[src/hdl/trs_ram.sv]
// Generic simple dual-port RAM: one write port, one read port, registered read data.
// Standalone; used for the node table and the pointer table.
module trs_ram #(
  parameter int WIDTH = 8,
  parameter int DEPTH = 16,
  localparam int ADDR_W = $clog2(DEPTH)
) (
  input  logic              clk,
  input  logic              we,
  input  logic [ADDR_W-1:0] waddr,
  input  logic [WIDTH-1:0]  wdata,
  input  logic              re,
  input  logic [ADDR_W-1:0] raddr,
  output logic [WIDTH-1:0]  rdata
);

  logic [WIDTH-1:0] mem [DEPTH];

  // write port
  always_ff @(posedge clk) begin
    if (we) begin
      mem[waddr] <= wdata;
    end
  end

  // read port, data held until the next read
  always_ff @(posedge clk) begin
    if (re) begin
      rdata <= mem[raddr];
    end
  end

endmodule

[config.mk]
export PLATFORM = sky130hd
export DESIGN_NAME = trs_ram
export DESIGN_NICKNAME = d
export VERILOG_FILES = /design/src/hdl/trs_ram.sv
export SDC_FILE = /design/constraint.sdc
export NUM_CORES = 1
export LEC_CHECK = 0
export BUFFER_PORTS_ARGS = -buffer_cell sky130_fd_sc_hd__buf_4
export CORE_MARGIN = 1
export CORE_UTILIZATION = 30
export DETAILED_ROUTE_END_ITERATION = 12
export PLACE_DENSITY_LB_ADDON = 0.25
export SYNTH_ARGS = -nofsm -noshare
export SYNTH_HDL_FRONTEND = slang
export SYNTH_SLANG_ARGS = --single-unit
export TNS_END_PERCENT = 50
[constraint.sdc]
create_clock -name clk -period 1.8 [get_ports clk]
set_clock_uncertainty 0.15 [all_clocks]
set_input_delay 0.18 -clock clk [delete_from_list [all_inputs] [get_ports clk]]
set_output_delay 0.18 -clock clk [all_outputs]
set_load 0.005 [all_outputs]
==> results.toml <==
[floorplanning]
rows = 47
die_h_um = 134
dieArea_sq_um = 18000
die_w_um = 134
ios = 27
core_sq_um = 16800
start_util_pct = 31.1

[critical_path]
arrival_ns = 1.70
slowest_stage = "mux4_1"
path_buf_inv = 0
crit_type = "flip-flop to flip-flop"
cp_num_cells = 3
crit_path_start_kind = "flip-flop"
slowest_delay_ns = 0.50
rr_worst_depth = 3
endpoint_kind = "flip-flop"
critical_path.top_delay_family = "multiplexers"
path_cells = "mux4_1, a22oi_1, nand2_1"
path_max_fanout = 1
cp.required_ns = 1.79
reg2reg_setup_slack_ns = 0.09

[yosys]
synth_simple_gate_area_share_pct = 3.14
synthMostInstantiatedCell = "edfxtp_1"
yosysTopAreaCell = "edfxtp_1"
muxShareOfSynthArea_pct = 14.8
synth_area_sq_um = 5230
synth_top_family_by_area = "multiplexers"
synth_edf_count = 136
synthCells = 229
synth.net_count = 248
synth_compound_area_share_pct = 2.30
ys.flop_type = "edfxtp_1"
synth-seq-cells = 136
synth_common_cells = "edfxtp_1 (136), mux4_2 (18), a22oi_1 (16)"
syn_area_per_cell_sq_um = 22.8
yosysTopAreaCellShare_pct = 78.1
synth.area.top_cells = "edfxtp_1 (78%), mux4_2 (7.8%), mux4_1 (7.0%)"
ys_seq_area_share_pct = 78.1
async_flop_share_pct = 0
synth_warnings = 0
synth_cell_type_count = 18
synth_xor_area_share_pct = 0
synthAdderAreaFrac_pct = 0

[sta]
slew_viol_final = 0
maxSlewHeadroom_pct = 42.9
finalCritPeriodShare_pct = 95.0
finalCriticalPeriod_ns = 1.71
tightest_slew_ns = 0.854
finalSetupViolations = 0
tns_ns = 0
max_clock_freq_mhz = 585
final_hold_viol_count = 0
rsz0062_at_grt = "false"

[final_layout]
multi_input_area_sq_um = 1060
final_core_util_pct = 38.3
fillers = 1551
seqCellArea_sq_um = 4080
layout-drive-gt1-share_pct = 30.4
layout.cells.non_filler = 529
num-nets-final = 318
antenna_cells = 0
syn_to_final_growth_pct = 23.2

[cts]
cts_tree = "yes"
insertion_delay_ns = 0.41
cts_sinks = 136
clkTransAtPathRegs_ns = 0.05
numCtsBuffers = 17
root_buffer = "clkbuf_16"
clockBufferDepth = 2
post_cts_resized = 0
cts.htree.levels = 4

[run]
drv_cap = 0

[detailed_routing]
routed_wl_um = 10800
firstDrtPassIters = 4
via_count = 2488
drt_iter0_markers = 207
drc = 0
wl_per_cell_um = 20.4
viasPerCell = 4.70
antenna_left = 0

[power_and_ir_drop]
power_frac_seq_pct = 51.6
clkPwrFrac_pct = 43.0
p_sw_uw = 1350
peakVddDrop_v = 0.000673
internal_power_uw = 5610
swShare_pct = 19.4
leakage_uw = 0.00216
total_power_uw = 6960
power.density_nw_per_um2 = 1080
power_frac_comb_pct = 5.4

[global_routing]
grt-ovfl-total = 0
grt_max_degree = 17
antenna_found_initial = 0
grt_pass1_wl_um = 16500
grt_pass1_vias = 2604
grt_usage_pct = 13.3

[place]
io_buffers = 26
post-dp-hpwl_um = 7090
dpl.cell_count = 491
place.gp.congestion = 0.700

[worst_hold_path]
min_path_cells = 3
hold_class = "primary input to flip-flop"

[outcome]
status = "completed"
[cells in the final DEF, fill, tap and decap left out]
cell	count
clkinv_1	1
mux4_2	18
and2_1	1
dlygate4sd3_1	9
mux4_1	14
clkbuf_16	17
nand2b_1	2
bufinv_16	1
nand3_1	1
nor2b_1	1
nor2_1	13
and2b_1	1
buf_12	3
a22oi_1	16
clkinv_2	4
nor3_2	1
or3b_2	1
nand2_1	9
edfxtp_1	136
clkbuf_1	6
buf_4	49
nand3b_1	2
nor3_1	3
[routing by layer]
layer,up-vias,global-route usage [%],part of all wire (%)
li1,1122,-,-
met2,77,20.0,47
met1,1275,17.9,45
met5,-,0,0
met4,0,5.30,1.3
met3,14,3.89,7.2
[repair_timing]
item / 4_1_cts / 5_1_grt
buffers inserted: 0 / 0
hold buffers: 9 / 0
hold endpoints to repair: 136 / 0
[metrics by stage]
stage | hold WS (ns) | cell area [sq um] | setup WS (ns)
2_1_floorplan | 0.129 | 5230 | 0.188
3_3_place_gp | 0.345 | 5850 | -0.163
3_5_place_dp | 0.347 | 5850 | -0.184
4_1_cts | 0.0824 | 6440 | 0.0814
5_1_grt | 0.106 | 6440 | 0.0280
6_report | 0.106 | 6440 | 0.0906
[worst register-to-register path: cells and delay by family, from the launching register on]
family,cells,cell delay [ns]
AO/OA/AOI/OAI,1,0.30
AND/OR/NAND/NOR,1,0.12
multiplexers,1,0.50
flip-flops,1,0.37
[state kept, by name, summed over array words and instances, names as in the netlist]
signal  flops
rdata       8
mem       128
[power by group through the flow]
stage	Combinational, uW	Sequential [uW]	Clock (uW)
floorplan	180	3650	0
finish	378	3590	2990
global placement	369	3650	0
detailed placement	372	3650	0
global route	414	3590	3170
CTS	390	3590	3060
[area by class of cell]
cell class	instances	area share (%)
timing repair buffer	61	8.04
clock buffer	23	6.95
multi-input combinational	83	16.5
clock inverter	6	0.835
tap	220	4.27
sequential	136	63.4
[cell families after synthesis]
logic type             after synthesis
AO/OA/AOI/OAI                       16
buffers and inverters               10
flip-flops                         136
multiplexers                        32
AND/OR/NAND/NOR                     35
[worst paths after layout]
check                           startpoint   endpoint
worst max-delay path             mem[1][5]   rdata[5]
worst min register to register   mem[4][0]   rdata[0]
worst max register to register   mem[1][5]   rdata[5]
worst min-delay path              waddr[1]  mem[0][2]
No activity file was read; power rests on OpenSTA's default activity.
