File: src/hdl/trs_pkg.sv
// Package for the trie shortest-root replacer: sizes, codes, memory request types.
// Used by the interfaces and by every module of the block but trs_ram; depends on nothing.
package trs_pkg;

  // trie sizing
  localparam int NODES    = 1024;
  localparam int ALPHABET = 26;
  localparam int NODE_W   = $clog2(NODES);
  localparam int COUNT_W  = $clog2(NODES + 1);
  localparam int SLOT_W   = $clog2(NODES * ALPHABET);
  localparam int IDX_W    = $clog2(ALPHABET);
  // pointer entry: child node plus the root-end mark of that child
  localparam int PTR_W    = NODE_W + 1;

  // beat field widths
  localparam int REQ_W    = 3;
  localparam int LETTER_W = 5;
  localparam int CHAR_W   = 5;

  localparam logic [CHAR_W-1:0] SPACE_CODE = CHAR_W'(26);

  typedef enum logic [REQ_W-1:0] {
    REQ_DICT_LETTER = 3'd0,
    REQ_DICT_END    = 3'd1,
    REQ_SENT_LETTER = 3'd2,
    REQ_SENT_SPACE  = 3'd3,
    REQ_CLEAR       = 3'd4
  } req_e_t;

  typedef enum logic [1:0] {
    MODE_MATCH    = 2'd0,
    MODE_COPY     = 2'd1,
    MODE_SUPPRESS = 2'd2
  } mode_t;

  typedef enum logic [1:0] {
    ST_IDLE,
    ST_LOOKUP,
    ST_LINK
  } state_t;

  // node table port request (child presence rows)
  typedef struct packed {
    logic                we;
    logic [NODE_W-1:0]   waddr;
    logic [ALPHABET-1:0] wdata;
    logic                re;
    logic [NODE_W-1:0]   raddr;
  } node_req_t;

  // pointer table port request
  typedef struct packed {
    logic              we;
    logic [SLOT_W-1:0] waddr;
    logic [PTR_W-1:0]  wdata;
    logic              re;
    logic [SLOT_W-1:0] raddr;
  } ptr_req_t;

endpackage

File: src/hdl/trs_if.sv
// Channel interfaces of the trie shortest-root replacer: request and result beats.
// Depends on trs_pkg for the field widths.
interface trs_req_if;
  import trs_pkg::*;
  logic                valid;
  logic                ready;
  logic [REQ_W-1:0]    req_type;
  logic [LETTER_W-1:0] letter;

  modport source (output valid, output req_type, output letter, input ready);
  modport sink   (input valid, input req_type, input letter, output ready);
endinterface

interface trs_res_if;
  import trs_pkg::*;
  logic              valid;
  logic              ready;
  logic [CHAR_W-1:0] out_char;
  logic              dict_full;

  modport source (output valid, output out_char, output dict_full, input ready);
  modport sink   (input valid, input out_char, input dict_full, output ready);
endinterface

File: src/hdl/trs_walker.sv
// Walk controller: insert and match walks, node allocation, result register.
// Depends on trs_pkg and trs_if; drives the node and pointer table requests.
module trs_walker (
  input  logic                          clk,
  input  logic                          rst,
  trs_req_if.sink                       req,
  trs_res_if.source                     res,
  output trs_pkg::node_req_t            node_req,
  input  logic [trs_pkg::ALPHABET-1:0]  node_rdata,
  output trs_pkg::ptr_req_t             ptr_req,
  input  logic [trs_pkg::PTR_W-1:0]     ptr_rdata
);
  import trs_pkg::*;

  state_t              state, state_next;

  // walk state
  logic [ALPHABET-1:0] root_present, root_present_next;
  logic [COUNT_W-1:0]  nodes_used, nodes_used_next;
  logic [NODE_W-1:0]   insert_node, insert_node_next;
  logic [SLOT_W-1:0]   insert_slot, insert_slot_next;
  logic                insert_dropped, insert_dropped_next;
  logic [NODE_W-1:0]   match_node, match_node_next;
  mode_t               match_mode, match_mode_next;
  logic                full_flag, full_flag_next;

  // item in flight
  req_e_t              cur_req;
  logic [IDX_W-1:0]    cur_letter;
  logic [NODE_W-1:0]   cur_node;
  logic [SLOT_W-1:0]   cur_slot;
  logic [ALPHABET-1:0] row_hold, row_hold_next;

  // result register
  logic                out_valid, out_valid_next;
  logic [CHAR_W-1:0]   out_char, out_char_next;
  logic                out_full, out_full_next;

  // decode
  logic                accept;
  logic                letter_ok;
  logic                start_lookup;
  logic [NODE_W-1:0]   sel_node;
  logic [SLOT_W-1:0]   sel_slot;
  logic [ALPHABET-1:0] row;
  logic                hit;
  logic                cur_dict;
  logic                pool_full;
  logic                need_link;
  logic                out_free;
  logic                lookup_done;

  assign req.ready     = (state == ST_IDLE);
  assign res.valid     = out_valid;
  assign res.out_char  = out_char;
  assign res.dict_full = out_full;

  // request decode and lookup result
  always_comb begin
    accept    = req.valid && req.ready;
    letter_ok = int'(req.letter) < ALPHABET;
    sel_node  = (req.req_type == REQ_DICT_LETTER) ? insert_node : match_node;
    sel_slot  = SLOT_W'(sel_node) * SLOT_W'(ALPHABET) + SLOT_W'(req.letter);
    start_lookup = 1'b0;
    unique case (req.req_type)
      REQ_DICT_LETTER: start_lookup = accept && letter_ok && !insert_dropped;
      REQ_SENT_LETTER: start_lookup = accept && letter_ok && (match_mode != MODE_SUPPRESS);
      REQ_SENT_SPACE:  start_lookup = accept;
      default:         start_lookup = 1'b0;
    endcase
    row         = (cur_node == '0) ? root_present : node_rdata;
    hit         = row[cur_letter];
    cur_dict    = (cur_req == REQ_DICT_LETTER);
    pool_full   = (nodes_used == COUNT_W'(NODES));
    need_link   = cur_dict && !hit && !pool_full && (cur_node != '0);
    out_free    = !out_valid || res.ready;
    lookup_done = cur_dict || out_free;
  end

  // next state
  always_comb begin
    state_next = state;
    unique case (state)
      ST_IDLE: begin
        if (start_lookup) begin
          state_next = ST_LOOKUP;
        end
      end
      ST_LOOKUP: begin
        if (lookup_done) begin
          state_next = need_link ? ST_LINK : ST_IDLE;
        end
      end
      ST_LINK: state_next = ST_IDLE;
      default: state_next = ST_IDLE;
    endcase
  end

  // walk updates and table requests
  always_comb begin
    root_present_next   = root_present;
    nodes_used_next     = nodes_used;
    insert_node_next    = insert_node;
    insert_slot_next    = insert_slot;
    insert_dropped_next = insert_dropped;
    match_node_next     = match_node;
    match_mode_next     = match_mode;
    full_flag_next      = full_flag;
    row_hold_next       = row_hold;
    out_valid_next      = out_valid && !res.ready;
    out_char_next       = out_char;
    out_full_next       = out_full;
    node_req            = '0;
    ptr_req             = '0;

    // both tables are read on every accepted beat
    node_req.re    = accept;
    node_req.raddr = sel_node;
    ptr_req.re     = accept;
    ptr_req.raddr  = sel_slot;

    unique case (state)
      ST_IDLE: begin
        if (accept) begin
          unique case (req.req_type)
            REQ_DICT_END: begin
              // the root end mark lives in the pointer that leads to the node
              if (!insert_dropped && (insert_node != '0)) begin
                ptr_req.we    = 1'b1;
                ptr_req.waddr = insert_slot;
                ptr_req.wdata = {1'b1, insert_node};
              end
              insert_node_next    = '0;
              insert_dropped_next = 1'b0;
            end
            REQ_CLEAR: begin
              root_present_next   = '0;
              nodes_used_next     = COUNT_W'(1);
              insert_node_next    = '0;
              insert_dropped_next = 1'b0;
              match_node_next     = '0;
              match_mode_next     = MODE_MATCH;
            end
            default: ;
          endcase
        end
      end
      ST_LOOKUP: begin
        if (cur_dict) begin
          priority if (hit) begin
            insert_node_next = ptr_rdata[NODE_W-1:0];
            insert_slot_next = cur_slot;
          end else if (pool_full) begin
            insert_dropped_next = 1'b1;
            full_flag_next      = 1'b1;
          end else begin
            // allocate: link pointer, clear the new row, mark the parent
            ptr_req.we     = 1'b1;
            ptr_req.waddr  = cur_slot;
            ptr_req.wdata  = {1'b0, nodes_used[NODE_W-1:0]};
            node_req.we    = 1'b1;
            node_req.waddr = nodes_used[NODE_W-1:0];
            node_req.wdata = '0;
            if (cur_node == '0) begin
              root_present_next[cur_letter] = 1'b1;
            end
            row_hold_next             = row;
            row_hold_next[cur_letter] = 1'b1;
            insert_node_next          = nodes_used[NODE_W-1:0];
            insert_slot_next          = cur_slot;
            nodes_used_next           = nodes_used + COUNT_W'(1);
          end
        end else if (out_free) begin
          out_valid_next = 1'b1;
          out_full_next  = full_flag;
          if (cur_req == REQ_SENT_SPACE) begin
            out_char_next   = SPACE_CODE;
            match_node_next = '0;
            match_mode_next = MODE_MATCH;
          end else begin
            out_char_next = CHAR_W'(cur_letter);
            if (match_mode == MODE_MATCH) begin
              if (hit) begin
                match_node_next = ptr_rdata[NODE_W-1:0];
                if (ptr_rdata[PTR_W-1]) begin
                  match_mode_next = MODE_SUPPRESS;
                end
              end else begin
                match_mode_next = MODE_COPY;
              end
            end
          end
        end
      end
      ST_LINK: begin
        // parent row write-back with the new child bit
        node_req.we    = 1'b1;
        node_req.waddr = cur_node;
        node_req.wdata = row_hold;
      end
      default: ;
    endcase
  end

  // control registers
  always_ff @(posedge clk) begin
    if (rst) begin
      state          <= ST_IDLE;
      root_present   <= '0;
      nodes_used     <= COUNT_W'(1);
      insert_node    <= '0;
      insert_slot    <= '0;
      insert_dropped <= 1'b0;
      match_node     <= '0;
      match_mode     <= MODE_MATCH;
      full_flag      <= 1'b0;
      out_valid      <= 1'b0;
    end else begin
      state          <= state_next;
      root_present   <= root_present_next;
      nodes_used     <= nodes_used_next;
      insert_node    <= insert_node_next;
      insert_slot    <= insert_slot_next;
      insert_dropped <= insert_dropped_next;
      match_node     <= match_node_next;
      match_mode     <= match_mode_next;
      full_flag      <= full_flag_next;
      out_valid      <= out_valid_next;
    end
  end

  // payload registers
  always_ff @(posedge clk) begin
    if (accept) begin
      cur_req    <= req_e_t'(req.req_type);
      cur_letter <= IDX_W'(req.letter);
      cur_node   <= sel_node;
      cur_slot   <= sel_slot;
    end
    row_hold <= row_hold_next;
    out_char <= out_char_next;
    out_full <= out_full_next;
  end

endmodule

File: src/flat_wrapper.sv
// flat-port wrapper written by rule: the top's interface ports become plain ports
module trs_walker_flat import trs_pkg::*;
  (clk, rst, node_req, node_rdata, ptr_req, ptr_rdata, req_valid, req_req_type, req_letter, req_ready, res_valid, res_out_char, res_dict_full, res_ready);
  trs_req_if req_i ();
  trs_res_if res_i ();
  input  logic clk;
  input  logic rst;
  output trs_pkg::node_req_t node_req;
  input  logic [trs_pkg::ALPHABET-1:0] node_rdata;
  output trs_pkg::ptr_req_t ptr_req;
  input  logic [trs_pkg::PTR_W-1:0] ptr_rdata;
  input wire logic [$bits(req_i.valid)-1:0] req_valid;
  input wire logic [$bits(req_i.req_type)-1:0] req_req_type;
  input wire logic [$bits(req_i.letter)-1:0] req_letter;
  output wire logic [$bits(req_i.ready)-1:0] req_ready;
  output wire logic [$bits(res_i.valid)-1:0] res_valid;
  output wire logic [$bits(res_i.out_char)-1:0] res_out_char;
  output wire logic [$bits(res_i.dict_full)-1:0] res_dict_full;
  input wire logic [$bits(res_i.ready)-1:0] res_ready;
  assign req_i.valid = req_valid;
  assign req_i.req_type = req_req_type;
  assign req_i.letter = req_letter;
  assign req_ready = req_i.ready;
  assign res_valid = res_i.valid;
  assign res_out_char = res_i.out_char;
  assign res_dict_full = res_i.dict_full;
  assign res_i.ready = res_ready;
  trs_walker u_core (.clk(clk), .rst(rst), .req(req_i), .res(res_i), .node_req(node_req), .node_rdata(node_rdata), .ptr_req(ptr_req), .ptr_rdata(ptr_rdata));
endmodule
File: config.mk
export PLATFORM = sky130hd
export DESIGN_NAME = trs_walker_flat
export DESIGN_NICKNAME = d
export VERILOG_FILES = /design/src/hdl/trs_pkg.sv /design/src/hdl/trs_if.sv /design/src/hdl/trs_walker.sv /design/src/flat_wrapper.sv
export SDC_FILE = /design/constraint.sdc
export NUM_CORES = 1
export LEC_CHECK = 0
export CORE_MARGIN = 2
export CORE_UTILIZATION = 35
export CTS_BUF_LIST = sky130_fd_sc_hd__clkbuf_8
export DETAILED_ROUTE_END_ITERATION = 8
export DONT_BUFFER_PORTS = 1
export HOLD_SLACK_MARGIN = 0.02
export PLACE_DENSITY_LB_ADDON = 0.05
export SLEW_MARGIN = 10
export SYNTH_ARGS = -nofsm -noshare
export SYNTH_HDL_FRONTEND = slang
export SYNTH_SLANG_ARGS = --single-unit
export TNS_END_PERCENT = 100
File: constraint.sdc
create_clock -name clk -period 14 [get_ports clk]
set_clock_uncertainty 0.15 [all_clocks]
set_input_delay 0.7 -clock clk [delete_from_list [all_inputs] [get_ports clk]]
set_output_delay 0.7 -clock clk [all_outputs]
set_load 0.01 [all_outputs]
==> reports/results.tsv <==
metric	value	unit
Arrival @ worst endpoint	5290	ps
Post-synth EDFFs	64	
clock latency at the later pin of the worst-skew pair	460	ps
Syn Area/Cell	10.11	µm²
Core ar.	0.02333	mm²
# hold bufs at CTS	0	
Critical Path Fanout Max	32	
synthesized net count	906	
Synth-to-Final Area Change	8.525	%
RSZ-0062 raised after global routing	false	
clock transition at the registers of the reported paths	100	ps
pin count of the biggest net entering global routing	39	
sequential element share of the synthesized area	42.40	%
Wirelength per Cell	22.21	µm
Worst slew margin	24.75	%
GRT Resource Usage Total	20.07	%
Setup TNS Final	0	ps
mapped cell area	0.008263	mm²
fin. max-slew vios	0	
Sink Count	143	
CTS Buf Count	17	
CP Data Required Time	13150	ps
H-tree Lvls	4	
min-delay src	rst	
critical path type	register to output port	
largest area contributor in the netlist	edfxtp_1	
die area	0.02485	mm²
Placer Congestion	0.8065	
Port Buffer Count	0	
DR iter-0 viols	407	
Synth top area share	23.26	%
Routed Antenna Nets	0	
Post-CTS Setup Inserts	0	
pwr/cell area	99.94	mW/mm²
Distinct cells, synth	69	
top post-synthesis cells by area	edfxtp_1 23%, dfxtp_1 19%, a22o_1 6.0%, ha_1 5.0%, mux2i_1 4.0%	
R2R depth	7	
routed via count	6368	
fin crit share	43.88	%
CP endpoint kind	output port	
multi-input logic area	0.004365	mm²
post-layout net count	882	
Root Driver	clkbuf_8	
remaining global-route overflow	0	
ant diodes	0	
Fin. Hold Viols	0	
VDD IR max	0.00005608	V
layout cells sized above 1	10.79	%
Resized cells post-CTS	0	
utilization after layout	38.43	%
Worst Max-Slew Pin Slew	1126	ps
Post-synth ARST share	0	%
HP Class	input port to register	
Highest Clock Rate	162.8	MHz
fin crit period	6143	ps
number of global-route vias before repair	6191	
HPWL Detailed	18.48	mm
max_cap viols	0	
Syn. warnings	0	
total power	0.0008962	W
CTS tree	done	
Mapped Cells	817	
WHS Path Cells	1	
Die W	157.7	µm
status	finished, final reports clean	
num rows	56	
LEAKAGE	3.438	nW
Initial Util	35.41	%
ys flop type	dfxtp_1	
FF+latch count, synth	143	
DR vias/cell	5.660	
DRT Pass-1 Iters	5	
FF+latch area	0.003503	mm²
CTS Buffer Depth	2	
Die Ht	157.7	µm
# DRC	0	
IO Pins	148	
DRT Wirelength	24.98	mm
Critical Path Start Type	register	
initial antenna violation count	0	
Setup-failing EPs final	0	
first-pass GRT wire length	37.59	mm
Reg-to-Reg Start	u_core.cur_node[7]	
filler cell count	2340	
CP Launch Point	u_core.cur_node[7]	
## metal layers
metal	up-vias	wire length [µm]	track usage, %
met5	-	0	0
met4	0	364	5.541
met3	17	1825	5.584
met2	227	12020	33.77
met1	3125	10770	25.26
li1	2999	-	-
## worst max-delay path, cell delays in order, from the launching register on
cell	delay, ps
edfxtp_1	470
nor4_4	570
nand3_2	730
mux2_2	560
a2111oi_4	550
nand2_1	760
nor3_4	400
buf_4	410
a22o_1	340
## cells by family after synthesis
| kind of cell | count (synthesis) | synth area share, % |
|---|---|---|
| adders and majority gates | 41 | 6.814 |
| and+or+nand+nor | 280 | 18.08 |
| DFF | 143 | 42.40 |
| muxes | 57 | 8.904 |
| buffers and inverters | 102 | 4.997 |
| AOI/OAI and AO/OA | 177 | 17.00 |
| xor gates and xnor gates | 17 | 1.802 |
## registers in the layout (all words and copies together) (netlist names), 3 cells and up
name	cells
u_core.insert_slot	15
u_core.nodes_used	11
u_core.cur_req	3
u_core.root_present	26
u_core.cur_slot	15
u_core.match_node	10
u_core.cur_letter	4
u_core.insert_node	10
u_core.row_hold	26
u_core.res.out_char	5
u_core.cur_node	10
## where the power goes
| group | internal [W] | total [W] | switching (W) | leakage, nW |
|---|---|---|---|---|
| clock | 0.000199 | 0.000372 | 0.000173 | 0.214 |
| combinational | 0.0000239 | 0.0000704 | 0.0000465 | 1.98 |
| sequential | 0.000445 | 0.000454 | 0.00000879 | 1.24 |
## stage by stage
| step | instances | cell area (µm²) | worst slack (ps) | hold WS, ps |
|---|---|---|---|---|
| 2_1_floorplan | 817 | 8263 | 8409 | 258.2 |
| 3_3_place_gp | 1093 | 8527 | 8144 | 265.4 |
| 3_5_place_dp | 1093 | 8527 | 8100 | 272.7 |
| 4_1_cts | 1125 | 8967 | 7835 | 124.9 |
| 5_1_grt | 1125 | 8967 | 7550 | 117.3 |
| 6_report | 1125 | 8967 | 7857 | 158.6 |
## cells in the final DEF, fill, tap and decap left out, types with 4 or more instances in the layout
cell / instances
a211oi_1: 6
a21oi_1: 26
a22o_1: 57
a32o_1: 9
and2_1: 7
and3_1: 27
buf_4: 10
bufinv_16: 4
clkbuf_8: 18
clkinvlp_4: 4
dfxtp_1: 79
edfxtp_1: 64
fa_1: 7
ha_1: 33
inv_1: 50
mux2_2: 11
mux2i_1: 33
mux4_2: 12
nand2_1: 57
nand2b_1: 7
nand3_1: 15
nand4_1: 13
nor2_1: 85
nor2b_1: 5
nor3_1: 12
nor4_1: 6
nor4_4: 5
o21a_1: 7
o21ai_0: 5
o22ai_1: 20
o2bb2ai_1: 10
o31ai_1: 6
or2_2: 5
or3_1: 9
or4_1: 6
xnor2_1: 12
xor2_1: 5
## area by class of cell
type,count,share of cell area [%]
clock inverter,14,2.149
multi-input combinational,572,48.68
clock buffer,18,2.763
sequential,143,39.07
tap,319,4.451
timing repair buffer,10,0.8372
inverter,49,2.051
## cell usage after synthesis (all sizes together), types with 9 or more instances
master and n:
a21oi 26, or3 9, nor2 86, and3 27, mux2i 33, nor3 15, nand3 16, buf 21
nor4 12, o2bb2ai 10, a22o 57, dfxtp 79, inv 48, a32o 9, o22ai 20, xnor2 12
clkbuf 32, edfxtp 64, ha 33, nand2 57, mux2 12, mux4 12, nand4 13
## final timing paths
path / endpoint / slack [ps]
max: ptr_req[27] / 7860
min: u_core.res.valid / 160
max reg2reg: u_core.root_present[8] / 8860
min reg2reg: u_core.res.dict_full / 290
(Power assumes the default switching activity.)
